`config.mk`:
```
export PLATFORM = sky130hd
export DESIGN_NAME = display_row_scan_engine_unit
export DESIGN_NICKNAME = d
export VERILOG_FILES = /design/src/rtl/drse_pkg.sv /design/src/rtl/display_row_scan_engine_unit.sv
export SDC_FILE = /design/constraint.sdc
export NUM_CORES = 1
export LEC_CHECK = 0
export ABC_AREA = 1
export BUFFER_PORTS_ARGS = -buffer_cell sky130_fd_sc_hd__buf_2
export CAP_MARGIN = 20
export CELL_PAD_IN_SITES_DETAIL_PLACEMENT = 1
export CELL_PAD_IN_SITES_GLOBAL_PLACEMENT = 2
export CORE_MARGIN = 10
export CORE_UTILIZATION = 30
export CTS_CLUSTER_SIZE = 14
export DETAILED_ROUTE_END_ITERATION = 7
export PLACE_DENSITY_LB_ADDON = 0.1
export REMOVE_ABC_BUFFERS = 1
export SETUP_SLACK_MARGIN = 0.1
export SYNTH_ARGS = -nofsm -noshare
export SYNTH_HDL_FRONTEND = slang
export SYNTH_SLANG_ARGS = --single-unit
```
`constraint.sdc`:
```
create_clock -name clk -period 7.5 [get_ports clk]
set_input_delay 1.5 -clock clk [delete_from_list [all_inputs] [get_ports clk]]
set_output_delay 1.5 -clock clk [all_outputs]
set_load 0.03 [all_outputs]
```
`src/rtl/drse_pkg.sv`:
```
// ----------------------------------------------------------------------------
// Row scan engine package
// Shared item and result types, scan sequencer states and the row code helper.
// ----------------------------------------------------------------------------
package drse_pkg;

  // Widths fixed by the item fields.
  localparam int ROW_W     = 4;
  localparam int COL_W     = 3;
  localparam int BYTE_W    = 8;
  localparam int MEM_AW    = ROW_W + COL_W;
  localparam int MEM_DEPTH = 1 << MEM_AW;

  // Widest row number (up to 99) and widest column count (up to 32).
  localparam int ROWNUM_W  = 7;
  localparam int COLNUM_W  = 5;

  // Divide by ten through a reciprocal, exact for values below 1029.
  localparam int DIV10_MUL   = 205;
  localparam int DIV10_SHIFT = 11;

  typedef enum logic {
    OP_TICK  = 1'b0,
    OP_WRITE = 1'b1
  } op_t;

  typedef struct packed {
    op_t               op;
    logic [ROW_W-1:0]  row;
    logic [COL_W-1:0]  column;
    logic [BYTE_W-1:0] value;
  } item_t;

  typedef struct packed {
    logic [BYTE_W-1:0] out_byte;
    logic              is_row_code;
    logic              last;
    logic              frame_end;
  } result_t;

  typedef enum logic [1:0] {
    S_IDLE,
    S_SCAN,
    S_CODE
  } scan_state_t;

  // Row number as two BCD digits, tens in the upper nibble.
  function automatic logic [BYTE_W-1:0] row_bcd(input logic [ROWNUM_W-1:0] r);
    logic [17:0]         prod;
    logic [3:0]          tens;
    logic [ROWNUM_W-1:0] units;
    prod  = 18'(r) * 18'(DIV10_MUL);
    tens  = prod[DIV10_SHIFT+3:DIV10_SHIFT];
    units = r - ((ROWNUM_W'(tens) << 3) + (ROWNUM_W'(tens) << 1));
    return {tens, units[3:0]};
  endfunction

endpackage

```
`src/rtl/display_row_scan_engine_unit.sv`:
```
// ----------------------------------------------------------------------------
// Display row scan engine
// Frame store plus a row scan sequencer that feeds a multiplexed display.
// ----------------------------------------------------------------------------
// A write transfer stores one pixel byte in the frame store and gives no result.
// A tick transfer scans the current row: it gives ROW_BYTES pixel results,
// from the last column down to column 0, and then the BCD row number marked
// last (the latch pulse), with frame_end set when the row counter wraps.
// item_ready stays low from a tick transfer until the row code is emitted.
// The single read port of the frame store shapes the scan: the first pixel
// needs the two highest columns, both read before it, then one pixel comes
// out per cycle while the result side is ready, with the reads running one
// column ahead, and a last step gives the row code.
// Only one item is in work at a time, but the engine takes the next item while
// the final result still sits in the output register. After reset the frame
// store reads as blank at once; no clearing pass is needed. Rows above 15 and
// columns above 7 cannot be written and always read as zero.
module display_row_scan_engine_unit #(
  parameter int ROW_BYTES = 8,
  parameter int LAST_ROW  = 15
) (
  input  logic              clk,
  input  logic              rst,
  input  logic              item_valid,
  output logic              item_ready,
  input  drse_pkg::item_t   item,
  output logic              result_valid,
  input  logic              result_ready,
  output drse_pkg::result_t result
);
  import drse_pkg::*;

  localparam int RW = (LAST_ROW > 1) ? $clog2(LAST_ROW + 1) : 1;
  localparam int CW = (ROW_BYTES > 1) ? $clog2(ROW_BYTES) : 1;
  localparam logic [RW-1:0]       LAST_ROW_R  = RW'(LAST_ROW);
  localparam logic [CW-1:0]       LAST_COL_C  = CW'(ROW_BYTES - 1);
  localparam logic [ROWNUM_W-1:0] LAST_ROW_N  = ROWNUM_W'(LAST_ROW);
  localparam logic [COLNUM_W-1:0] LAST_COL_N  = COLNUM_W'(ROW_BYTES - 1);
  localparam logic [ROWNUM_W-1:0] STORE_ROWS  = ROWNUM_W'(1 << ROW_W);
  localparam logic [COLNUM_W-1:0] STORE_COLS  = COLNUM_W'(1 << COL_W);

  // Frame store with one valid bit per entry so that reset blanks it at once.
  logic [BYTE_W-1:0]    mem [MEM_DEPTH];
  logic [MEM_DEPTH-1:0] mem_vld;
  logic [BYTE_W-1:0]    mem_q;
  logic                 q_ok;
  logic                 q_vld;

  scan_state_t state, state_next;

  logic [RW-1:0]     scan_row;
  logic [RW-1:0]     cur_row;
  logic [CW-1:0]     rd_col;
  logic [CW-1:0]     emit_col;
  logic              reads_left;
  logic              have_prev;
  logic [BYTE_W-1:0] prev;

  logic              tick_go;
  logic              wr_go;
  logic              out_free;
  logic [BYTE_W-1:0] q_data;
  logic              take_first;
  logic              consume;
  logic              issue;
  logic              emit_pix;
  logic              pix_done;
  logic              emit_code;
  logic [BYTE_W-1:0] pix_byte;
  logic              wrap;

  logic [ROWNUM_W-1:0] rd_row_n;
  logic [COLNUM_W-1:0] rd_col_n;
  logic [MEM_AW-1:0]   raddr;
  logic [MEM_AW-1:0]   waddr;
  logic                rd_in_store;

  assign item_ready = (state == S_IDLE);
  assign tick_go    = item_valid && item_ready && (item.op == OP_TICK);

  // A write outside the configured frame is dropped.
  assign wr_go = item_valid && item_ready && (item.op == OP_WRITE) &&
                 (ROWNUM_W'(item.row) <= LAST_ROW_N) &&
                 (COLNUM_W'(item.column) <= LAST_COL_N);
  assign waddr = {item.row, item.column};

  // Read address; entries beyond the writable store read as zero.
  assign rd_row_n    = ROWNUM_W'(cur_row);
  assign rd_col_n    = COLNUM_W'(rd_col);
  assign rd_in_store = (rd_row_n < STORE_ROWS) && (rd_col_n < STORE_COLS);
  assign raddr       = {rd_row_n[ROW_W-1:0], rd_col_n[COL_W-1:0]};

  assign out_free = !result_valid || result_ready;
  assign q_data   = q_ok ? mem_q : '0;
  assign wrap     = (cur_row == LAST_ROW_R);

  // Next state.
  always_comb begin
    state_next = state;
    unique case (state)
      S_IDLE: begin
        if (tick_go) state_next = S_SCAN;
      end
      S_SCAN: begin
        if (pix_done) state_next = S_CODE;
      end
      S_CODE: begin
        if (emit_code) state_next = S_IDLE;
      end
      default: state_next = S_IDLE;
    endcase
  end

  // Sequencer outputs. The read data register holds its value until the
  // column it carries has been used, so a stalled result side simply stops
  // further reads.
  always_comb begin
    take_first = 1'b0;
    consume    = 1'b0;
    emit_pix   = 1'b0;
    pix_done   = 1'b0;
    emit_code  = 1'b0;
    issue      = 1'b0;
    pix_byte   = {q_data[3:0], prev[7:4]};
    unique case (state)
      S_IDLE: begin
      end
      S_SCAN: begin
        if (!have_prev) begin
          take_first = q_vld;
          consume    = q_vld;
        end else if (emit_col == '0) begin
          // Column 0 has nothing below it to borrow a nibble from.
          emit_pix = out_free;
          pix_done = out_free;
          pix_byte = {4'h0, prev[7:4]};
        end else begin
          emit_pix = q_vld && out_free;
          consume  = emit_pix;
        end
        issue = reads_left && (!q_vld || consume);
      end
      S_CODE: begin
        emit_code = out_free;
      end
      default: begin
      end
    endcase
  end

  // Frame store array.
  always_ff @(posedge clk) begin
    if (wr_go) begin
      mem[waddr] <= item.value;
    end
    if (issue) begin
      mem_q <= mem[raddr];
    end
  end

  always_ff @(posedge clk) begin
    if (rst) begin
      mem_vld <= '0;
      q_ok    <= 1'b0;
    end else begin
      if (wr_go) mem_vld[waddr] <= 1'b1;
      if (issue) q_ok <= mem_vld[raddr] && rd_in_store;
    end
  end

  // Scan control.
  always_ff @(posedge clk) begin
    if (rst) begin
      state      <= S_IDLE;
      scan_row   <= '0;
      q_vld      <= 1'b0;
      have_prev  <= 1'b0;
      reads_left <= 1'b0;
    end else begin
      state <= state_next;
      if (tick_go) begin
        have_prev  <= 1'b0;
        reads_left <= 1'b1;
        q_vld      <= 1'b0;
      end else begin
        if (issue) begin
          q_vld <= 1'b1;
          if (rd_col == '0) reads_left <= 1'b0;
        end else if (consume) begin
          q_vld <= 1'b0;
        end
        if (take_first) have_prev <= 1'b1;
      end
      if (emit_code) begin
        scan_row <= wrap ? '0 : cur_row + RW'(1);
      end
    end
  end

  always_ff @(posedge clk) begin
    if (tick_go) begin
      cur_row  <= scan_row;
      rd_col   <= LAST_COL_C;
      emit_col <= LAST_COL_C;
    end else begin
      if (issue && rd_col != '0) rd_col <= rd_col - CW'(1);
      if (consume) begin
        prev <= q_data;
        if (!take_first) emit_col <= emit_col - CW'(1);
      end
    end
  end

  // Output register.
  always_ff @(posedge clk) begin
    if (rst) begin
      result_valid <= 1'b0;
    end else if (emit_pix || emit_code) begin
      result_valid <= 1'b1;
    end else if (result_ready) begin
      result_valid <= 1'b0;
    end
  end

  always_ff @(posedge clk) begin
    if (emit_pix) begin
      result <= '{out_byte: pix_byte, is_row_code: 1'b0, last: 1'b0,
                  frame_end: 1'b0};
    end else if (emit_code) begin
      result <= '{out_byte: row_bcd(ROWNUM_W'(cur_row)), is_row_code: 1'b1,
                  last: 1'b1, frame_end: wrap};
    end
  end

  // Checks.
  a_row_in_range: assert property (@(posedge clk) disable iff (rst)
    scan_row <= LAST_ROW_R)
    else $error("scan row beyond last row");

  a_last_is_code: assert property (@(posedge clk) disable iff (rst)
    result_valid && result.last |-> result.is_row_code)
    else $error("last result is not the row code");

  a_fend_on_last: assert property (@(posedge clk) disable iff (rst)
    result_valid && result.frame_end |-> result.last)
    else $error("frame end away from last result");

  a_read_only_scan: assert property (@(posedge clk) disable iff (rst)
    q_vld |-> state == S_SCAN)
    else $error("read data pending outside a scan");

  a_tick_starts: assert property (@(posedge clk) disable iff (rst)
    tick_go |=> state == S_SCAN && !have_prev)
    else $error("tick transfer did not start a scan");

endmodule

```
==> impl_metrics.csv, run 1 <==
group,metric,value,unit
outcome,status,"completed",
pwr,peakVddDrop,0.245,mV
timing,slew_headroom,0.319,
critical_path,critical-path-slowest-cell,"clkinv_2",
pwr,power,15800,uW
cells_and_area,mostFrequentLayoutCells,"1048 x edfxtp_1, 919 x nor2_1, 628 x nand2_1",
clocking,cts_tree,"done",
flow_run,maxCapViolations,0,
clocking,postCtsResizedCells,0,
timing,finalSetupTns,0,ns
synthesis,syn_inst,4214,
critical_path,reg2reg_from,"cur_row[0]",
timing,setup_violations,0,
floorplan,fp.dieW,420,um
detailed_routing,vias,31800,
placed_design,dp_hpwl,94400,um
placed_design,globalplace.congestion,0.758,
synthesis,ys_seq_elements,1195,
timing,drv_slew,0,
detailed_routing,wire_per_inst,25.6,um
critical_path,setup.worst_path.start,"cur_row[0]",
min_path,hold_start,"scan_row[2]",
synthesis,ys_seq_area_frac,0.717,
floorplan,rows,146,
critical_path,arrival,4.40,ns
synthesis,syn_avg_cell_area,11.4,sq um
clocking,clock_latency,0.78,ns
timing,whs,0.430,ns
critical_path,cp_common_cell,"nand2_1",
placed_design,place_ws,3.15,ns
critical_path,critPathLaunchType,"flip-flop",
floorplan,io_pins,33,
detailed_routing,dr.pass1.iters,5,
cells_and_area,drive_gt1_frac,0.0713,
timing,rsz0062_at_grt,"false",
timing,worst_pin_slew,1.02,ns
clocking,numCtsBuffers,140,
global_routing,grt_max_degree,166,
timing,finalCriticalPeriod,3.89,ns
cells_and_area,syn_to_final_growth,13.8,%
cells_and_area,final_cell_area,54600,sq um
global_routing,track_usage,0.182,
clocking,clk_pin_slew,0.06,ns
global_routing,grt_pass1_vias,33500,
clocking,ctsHoldBuffers,0,
floorplan,die-area,176000,sq um
clocking,clock_sinks,1195,
timing,hold_violations,0,
floorplan,coreArea,159000,sq um
timing,finalClockSkew,0.0186,ns
placed_design,placed_area,50000,sq um
clocking,cts_setup_buffers,0,
clocking,cts_root_buf,"clkbuf_16",
global_routing,grt_pass1_wl,238000,um
synthesis,syn_area,48000,sq um
global_routing,antenna_found_initial,4,
min_path,hp-class,"flip-flop to flip-flop",
floorplan,die_y,420,um
critical_path,critical_path.max_stage_delay,0.71,ns
detailed_routing,viasPerCell,5.01,
cells_and_area,final_common_cell,"edfxtp_1",
placed_design,io_buffer_count,32,
pwr,leakage,0.0181,uW
floorplan,initial_utilization,0.302,
detailed_routing,drcViolationCount,0,
timing,max_clock_freq,257,MHz
critical_path,worstPathCellList,"buf_4 -> clkinv_2 -> ha_1 -> inv_1 -> ha_1 -> nand2_1 -> nor2_1 -> nand2_1 -> nand2_1 -> nand2_1 -> nand2_1 -> inv_1 -> ha_1 -> or2_2 -> a32o_1",
detailed_routing,antenna_left,0,
critical_path,path_max_fanout,36,
critical_path,critPathCaptureType,"flip-flop",
cells_and_area,insertedDiodeCount,0,
clocking,cts_htree_levels,4,
timing,worst_slack,3.61,ns
clocking,cts.path.max_buffers,3,
synthesis,ys_types,31,
timing,finalCritPeriodShare,0.519,
synthesis,synth_warnings,0,
pwr,power.density,289,nW/um^2
cells_and_area,nets,4205,
global_routing,grt_overflow_total,0,
critical_path,critPathRequiredTime,8.01,ns
detailed_routing,wl,163000,um
detailed_routing,first_iter_violations,2472,
critical_path,crit_type,"flip-flop to flip-flop",
==> critical path: cells and delay by family (launching register included) <==
kind,cells,cell delay [ns]
AO/OA/AOI/OAI,1,0.29
flip-flops,1,0.33
adder cells (fa/ha/maj),3,1.09
AND/OR/NAND/NOR,7,0.74
buffers and inverters,4,1.17
==> per-layer routing <==
metal  global-route usage  routed length (um)
met1                0.251               77000
met2                0.300               76700
met3               0.0244                5080
met4               0.0490                3750
met5                    0                   0
==> metrics by stage <==
stage / util / std cells
5_1_grt: 0.344 / 6351
6_report: 0.344 / 6351
3_3_place_gp: 0.315 / 6093
3_5_place_dp: 0.315 / 6093
2_1_floorplan: - / 3936
4_1_cts: 0.344 / 6351
==> final cells by class <==
class | count | area (sq um)
clock buffers | 183 | 3780
clock inverters | 75 | 865
fillers | 17100 | 104000
inverters | 56 | 240
multi-input cells | 2685 | 12000
flip-flops and latches | 1195 | 34400
well taps | 2072 | 2590
repair buffers | 85 | 697
==> flip-flops by register name (all words and copies together) (netlist names), 2 cells and up <==
name      flops
scan_row      4
mem        1024
prev          4
emit_col      3
mem_q         8
result       10
state         2
mem_vld     128
rd_col        3
cur_row       4
==> cell families (layout without fill, tap and decap cells) <==
family / Yosys count / after routing / synth area share
adders and majority gates: 22 / 22 / 0.00573
DFF: 1195 / 1195 / 0.717
AOI/OAI and AO/OA: 801 / 801 / 0.0905
xor gates and xnor gates: 4 / 4 / 0.000730
buffers and inverters: 334 / 399 / 0.0324
and+or+nand+nor: 1858 / 1858 / 0.154
==> path summary, 6_finish.rpt <==
path                     end  slack [ns]  cells after the start
hold reg to reg   cur_row[2]        0.43                      0
hold / removal    cur_row[2]        0.43                      0
setup reg to reg   result[5]        3.61                     15
setup / recovery   result[5]        3.61                     15
==> Yosys cell counts, drive strengths merged <==
library cell  instances  share of area
xnor2                 1        0.00018
dfxtp               147          0.061
edfxtp             1048           0.66
xor2                  3        0.00055
o211ai                1        0.00016
nand2               628          0.049
a31oi                 1        0.00013
o22ai               256          0.033
inv                  55         0.0044
o21ai               525          0.055
ha                   22         0.0057
nand3               290          0.030
o31ai                 1        0.00016
nor3                 10         0.0010
or2                   2        0.00026
clkbuf              154          0.012
and3                  1        0.00013
o21ba                 1        0.00021
a32o                  1        0.00021
buf                 124          0.016
clkinv                1       0.000078
nand3b                1        0.00016
nor2                919          0.072
nand4                 7        0.00091
a21oi                15         0.0016
==> power by group <==
part | leakage, uW | internal (uW) | switching (uW) | total (uW)
logic | 0.00524 | 378 | 1210 | 1580
registers | 0.0106 | 7240 | 23.4 | 7260
clock network | 0.00226 | 4090 | 2830 | 6930
(Power assumes the default switching activity.)
==> run 2, diff against run 1 <==
==> constraint.sdc (replaced) <==
create_clock -name clk -period 3.4 [get_ports clk]
set_input_delay 0.68 -clock clk [delete_from_list [all_inputs] [get_ports clk]]
set_output_delay 0.68 -clock clk [all_outputs]
set_load 0.03 [all_outputs]
==> impl_metrics.csv, run 2 (synthesized netlist as in run 1, its figures left out) <==
group,metric,value,unit
floorplan,die-area,176000,sq um
pwr,peakVddDrop,0.517,mV
pwr,power,34900,uW
global_routing,grt_max_degree,134,
min_path,holdPathStages,1,
timing,worst_pin_slew,0.859,ns
critical_path,path_max_fanout,6,
cells_and_area,final_common_cell,"edfxtp_1",
timing,hold_violations,0,
floorplan,die_y,420,um
timing,slew_headroom,0.427,
floorplan,rows,146,
placed_design,io_buffer_count,32,
critical_path,critPathCaptureType,"flip-flop",
detailed_routing,drcViolationCount,0,
pwr,leakage,0.0194,uW
cells_and_area,mostFrequentLayoutCells,"1048 x edfxtp_1, 919 x nor2_1, 628 x nand2_1",
clocking,postCtsResizedCells,0,
cells_and_area,top_regs,"mem (1024), mem_vld (128), result (10)",
cells_and_area,largest_reg_flops,1024,
clocking,cts_htree_levels,4,
clocking,clock_latency,0.79,ns
cells_and_area,drive_gt1_frac,0.114,
critical_path,crit_type,"flip-flop to flip-flop",
floorplan,fp.dieW,420,um
placed_design,globalplace.congestion,0.777,
detailed_routing,viasPerCell,4.97,
detailed_routing,wl,162000,um
min_path,hp-class,"input pin to flip-flop",
cells_and_area,fillerInstances,17200,
clocking,cts_root_buf,"clkbuf_16",
flow_run,maxCapViolations,0,
detailed_routing,wire_per_inst,24.6,um
clocking,numCtsBuffers,143,
placed_design,placed_area,52000,sq um
global_routing,antenna_found_initial,2,
critical_path,critPathRequiredTime,3.93,ns
critical_path,critical-path-slowest-cell,"edfxtp_1",
cells_and_area,seq_area,34400,sq um
critical_path,reg2reg_from,"cur_row[1]",
outcome,status,"completed",
min_path,hold_start,"item[5]",
timing,drv_slew,0,
cells_and_area,syn_to_final_growth,18.2,%
critical_path,critPathLaunchType,"flip-flop",
floorplan,initial_utilization,0.302,
critical_path,arrival,3.61,ns
timing,whs,0.242,ns
timing,finalSetupTns,0,ns
timing,rsz0062_at_grt,"false",
cells_and_area,largest_register,"mem",
cells_and_area,nets,4427,
timing,setup_violations,0,
detailed_routing,first_iter_violations,2178,
timing,finalCriticalPeriod,3.08,ns
critical_path,r2r_end,"result[5]",
clocking,cts_tree,"done",
global_routing,grt_pass1_vias,33300,
floorplan,coreArea,159000,sq um
pwr,power.density,616,nW/um^2
floorplan,io_pins,33,
critical_path,worstPathCellList,"ha_1 -> ha_1 -> ha_1 -> a31oi_1 -> o21ai_0 -> nand2_1 -> nand2_1 -> nand2_1 -> nand2_1 -> inv_1 -> ha_1 -> or2_2 -> a32o_1",
cells_and_area,multi_input_area,12000,sq um
detailed_routing,antenna_left,0,
critical_path,r2r_setup_slack,0.32,ns
global_routing,track_usage,0.181,
cells_and_area,finish.utilization,0.358,
timing,finalCritPeriodShare,0.907,
critical_path,critical_path.max_stage_delay,0.50,ns
global_routing,grt_overflow_total,0,
clocking,clock_sinks,1195,
clocking,cts.path.max_buffers,3,
min_path,whs_endpoint,"mem[81][5]",
detailed_routing,dr.pass1.iters,5,
detailed_routing,vias,32700,
global_routing,grt_pass1_wl,236000,um
placed_design,dp_hpwl,96500,um
clocking,clk_pin_slew,0.06,ns
timing,max_clock_freq,324,MHz
cells_and_area,final_cell_area,56800,sq um
timing,finalClockSkew,0.0235,ns
critical_path,worst_r2r_path_depth,13,
[run 2: worst max-delay path by stage]
stage,from,endpoint,slack (ns),depth (start not counted)
2_1_floorplan,rd_col[0],mem_q[0],-15.46,11
3_3_place_gp,cur_row[2],result[5],0.29,15
3_5_place_dp,cur_row[2],result[5],0.26,15
4_1_cts,cur_row[2],result[5],0.24,15
5_1_grt,cur_row[1],result[5],0.11,13
6_report,cur_row[1],result[5],0.32,13
[run 2: worst max-delay path, delay by kind of cell (launching register included)]
family / cells / cell delay [ns]
buf+inv: 1 / 0.05
flops: 1 / 0.50
fa+ha+maj: 4 / 1.15
simple gates: 5 / 0.59
compound gates: 3 / 0.54
[run 2: layout make-up]
| cell class | count | share of cell area |
|---|---|---|
| diodes | 2 | 0.0000882 |
| clock buffers | 198 | 0.0696 |
| inverters | 56 | 0.00423 |
| flip-flops and latches | 1195 | 0.607 |
| clock inverters | 69 | 0.0132 |
| well taps | 2072 | 0.0457 |
| multi-input cells | 2685 | 0.212 |
| repair buffers | 304 | 0.0487 |
[run 2: timing repair]
item                                   CTS  global route
setup endpoints to repair                0             1
endpoints found under the hold margin    0             0
hold buffers                             0             0
buffers inserted                         0             2
[run 2: where the power goes]
part	internal, uW	total (uW)	switching [uW]
combinational	1000	3650	2650
sequential	16000	16000	41.2
clock	8890	15300	6380
total	25900	34900	9070
[run 2: metal layers]
layer,track usage,wire (um)
met1,0.254,77300
met2,0.296,76200
met3,0.0242,4760
met4,0.0456,3360
met5,0,0
[run 2: per-stage QoR]
step                setup slack (ns)  cells
finish                         0.318   6581
CTS                            0.242   6577
global placement               0.291   6309
floorplan                     -15.46   3936
detailed placement             0.262   6310
global route                   0.114   6579
==> run 3, diff against run 2 <==
--- a/config.mk
+++ b/config.mk
@@ -10,8 +10,8 @@
 export CAP_MARGIN = 20
 export CELL_PAD_IN_SITES_DETAIL_PLACEMENT = 1
 export CELL_PAD_IN_SITES_GLOBAL_PLACEMENT = 2
-export CORE_MARGIN = 10
 export CORE_UTILIZATION = 30
+export CTS_BUF_LIST = sky130_fd_sc_hd__clkbuf_8
 export CTS_CLUSTER_SIZE = 14
 export DETAILED_ROUTE_END_ITERATION = 7
 export PLACE_DENSITY_LB_ADDON = 0.1
==> impl_metrics.csv, run 3 (synthesized netlist as in run 1, its figures left out) <==
group,metric,value,unit
placed_design,dp_hpwl,97500,um
pwr,power.density,576,nW/um^2
placed_design,globalplace.congestion,0.792,
clocking,cts_htree_levels,4,
detailed_routing,antenna_left,0,
detailed_routing,drcViolationCount,0,
critical_path,critical_path.max_stage_delay,0.48,ns
critical_path,cp.depth,12,
global_routing,grt_max_degree,132,
cells_and_area,largest_register,"mem",
detailed_routing,wire_per_inst,24.3,um
global_routing,grt_overflow_total,0,
timing,finalCriticalPeriod,3.06,ns
global_routing,grt_pass1_vias,34200,
floorplan,fp.dieW,402,um
cells_and_area,fillerInstances,17300,
critical_path,r2r_setup_slack,0.34,ns
timing,slew_headroom,0.377,
critical_path,crit_path_end,"result[5]",
floorplan,die-area,162000,sq um
placed_design,placed_area,52000,sq um
floorplan,initial_utilization,0.303,
pwr,power,32300,uW
detailed_routing,vias,33400,
timing,rsz0062_at_grt,"false",
timing,hold_violations,0,
critical_path,critical-path-slowest-cell,"edfxtp_1",
floorplan,rows,146,
outcome,status,"completed",
detailed_routing,viasPerCell,4.96,
timing,drv_slew,0,
clocking,numCtsBuffers,215,
critical_path,cp_common_cell,"ha_1",
global_routing,antenna_found_initial,10,
cells_and_area,final_common_cell,"edfxtp_1",
flow_run,maxCapViolations,0,
critical_path,crit_type,"flip-flop to flip-flop",
clocking,cts.path.max_buffers,3,
pwr,leakage,0.0196,uW
clocking,clock_latency,0.93,ns
global_routing,track_usage,0.201,
clocking,clock_sinks,1195,
critical_path,arrival,3.71,ns
critical_path,worst_r2r_path_depth,12,
floorplan,io_pins,33,
critical_path,r2r_end,"result[5]",
detailed_routing,first_iter_violations,2143,
min_path,hp-class,"input pin to flip-flop",
cells_and_area,syn_to_final_growth,16.8,%
cells_and_area,drive_gt1_frac,0.125,
critical_path,cp_top_family,"adder cells",
floorplan,coreArea,159000,sq um
critical_path,reg2reg_from,"cur_row[2]",
global_routing,grt_pass1_wl,239000,um
critical_path,worstPathCellList,"ha_1 -> ha_1 -> ha_1 -> a31oi_1 -> o21ai_1 -> nand2_1 -> nand3b_1 -> nand2_1 -> inv_1 -> ha_1 -> or2_2 -> a32o_1",
timing,finalCritPeriodShare,0.900,
detailed_routing,dr.pass1.iters,5,
timing,worst_pin_slew,0.934,ns
clocking,cts_tree,"done",
timing,finalClockSkew,0.0370,ns
cells_and_area,largest_reg_flops,1024,
clocking,cts_root_buf,"clkbuf_8",
placed_design,io_buffer_count,32,
floorplan,die_y,402,um
critical_path,critPathLaunchType,"flip-flop",
timing,finalSetupTns,0,ns
cells_and_area,top_regs,"mem (1024), mem_vld (128), result (10)",
pwr,peakVddDrop,0.405,mV
critical_path,setup.worst_path.start,"cur_row[2]",
critical_path,cp_num_buf_inv,1,
cells_and_area,mostFrequentLayoutCells,"1048 x edfxtp_1, 919 x nor2_1, 628 x nand2_1",
timing,setup_violations,0,
critical_path,path_max_fanout,5,
cells_and_area,final_cell_area,56000,sq um
critical_path,critPathCaptureType,"flip-flop",
detailed_routing,wl,164000,um
cells_and_area,nets,4506,
critical_path,critPathRequiredTime,4.05,ns
clocking,clk_pin_slew,0.06,ns
timing,max_clock_freq,327,MHz
run 3: power breakdown:
part	switching, uW	leakage, uW	internal [uW]
clock network	6140	0.00243	6490
logic	2600	0.00656	1010
registers	45.6	0.0106	16000
run 3: worst min-delay path by stage:
stage                start         end  slack [ns]  depth (start not counted)
6_report           item[1]   mem[9][1]        0.14                          1
5_1_grt            item[1]   mem[3][1]        0.06                          1
4_1_cts            item[1]   mem[2][1]       0.008                          1
3_5_place_dp   scan_row[3]  cur_row[3]        0.42                          0
3_3_place_gp   scan_row[3]  cur_row[3]        0.42                          0
2_1_floorplan  scan_row[0]  cur_row[0]        0.41                          0
run 3: final cells by class:
type | instances | area (sq um) | share of cell area
multi-input combinational | 2685 | 12000 | 0.215
clock inverter | 163 | 719 | 0.0128
clock buffer | 237 | 3260 | 0.0582
antenna | 4 | 10.0 | 0.000179
inverter | 56 | 240 | 0.00429
sequential | 1195 | 34400 | 0.614
tap | 2072 | 2590 | 0.0463
timing repair buffer | 311 | 2760 | 0.0493
run 3: stage by stage:
stage,util,setup slack [ns],cells,hold slack (ns)
2_1_floorplan,-,-15.46,3936,0.409
3_3_place_gp,0.328,0.281,6317,0.417
3_5_place_dp,0.328,0.320,6317,0.417
4_1_cts,0.353,0.307,6717,0.00823
5_1_grt,0.353,0.182,6720,0.0617
6_report,0.353,0.340,6723,0.136
run 3: timing repair:
action | in CTS | in global routing
setup endpoints to repair | 0 | 1
gates resized for setup | 0 | 1
hold buffers | 0 | 0
setup buffers | 0 | 1
run 3: per-layer routing:
| metal | vias up | GRT usage | part of all wire |
|---|---|---|---|
| li1 | 15500 | - | - |
| met3 | 235 | 0.0334 | 0.042 |
| met1 | 17000 | 0.286 | 0.48 |
| met5 | - | 0 | 0.000073 |
| met4 | 2 | 0.0611 | 0.025 |
| met2 | 631 | 0.311 | 0.45 |
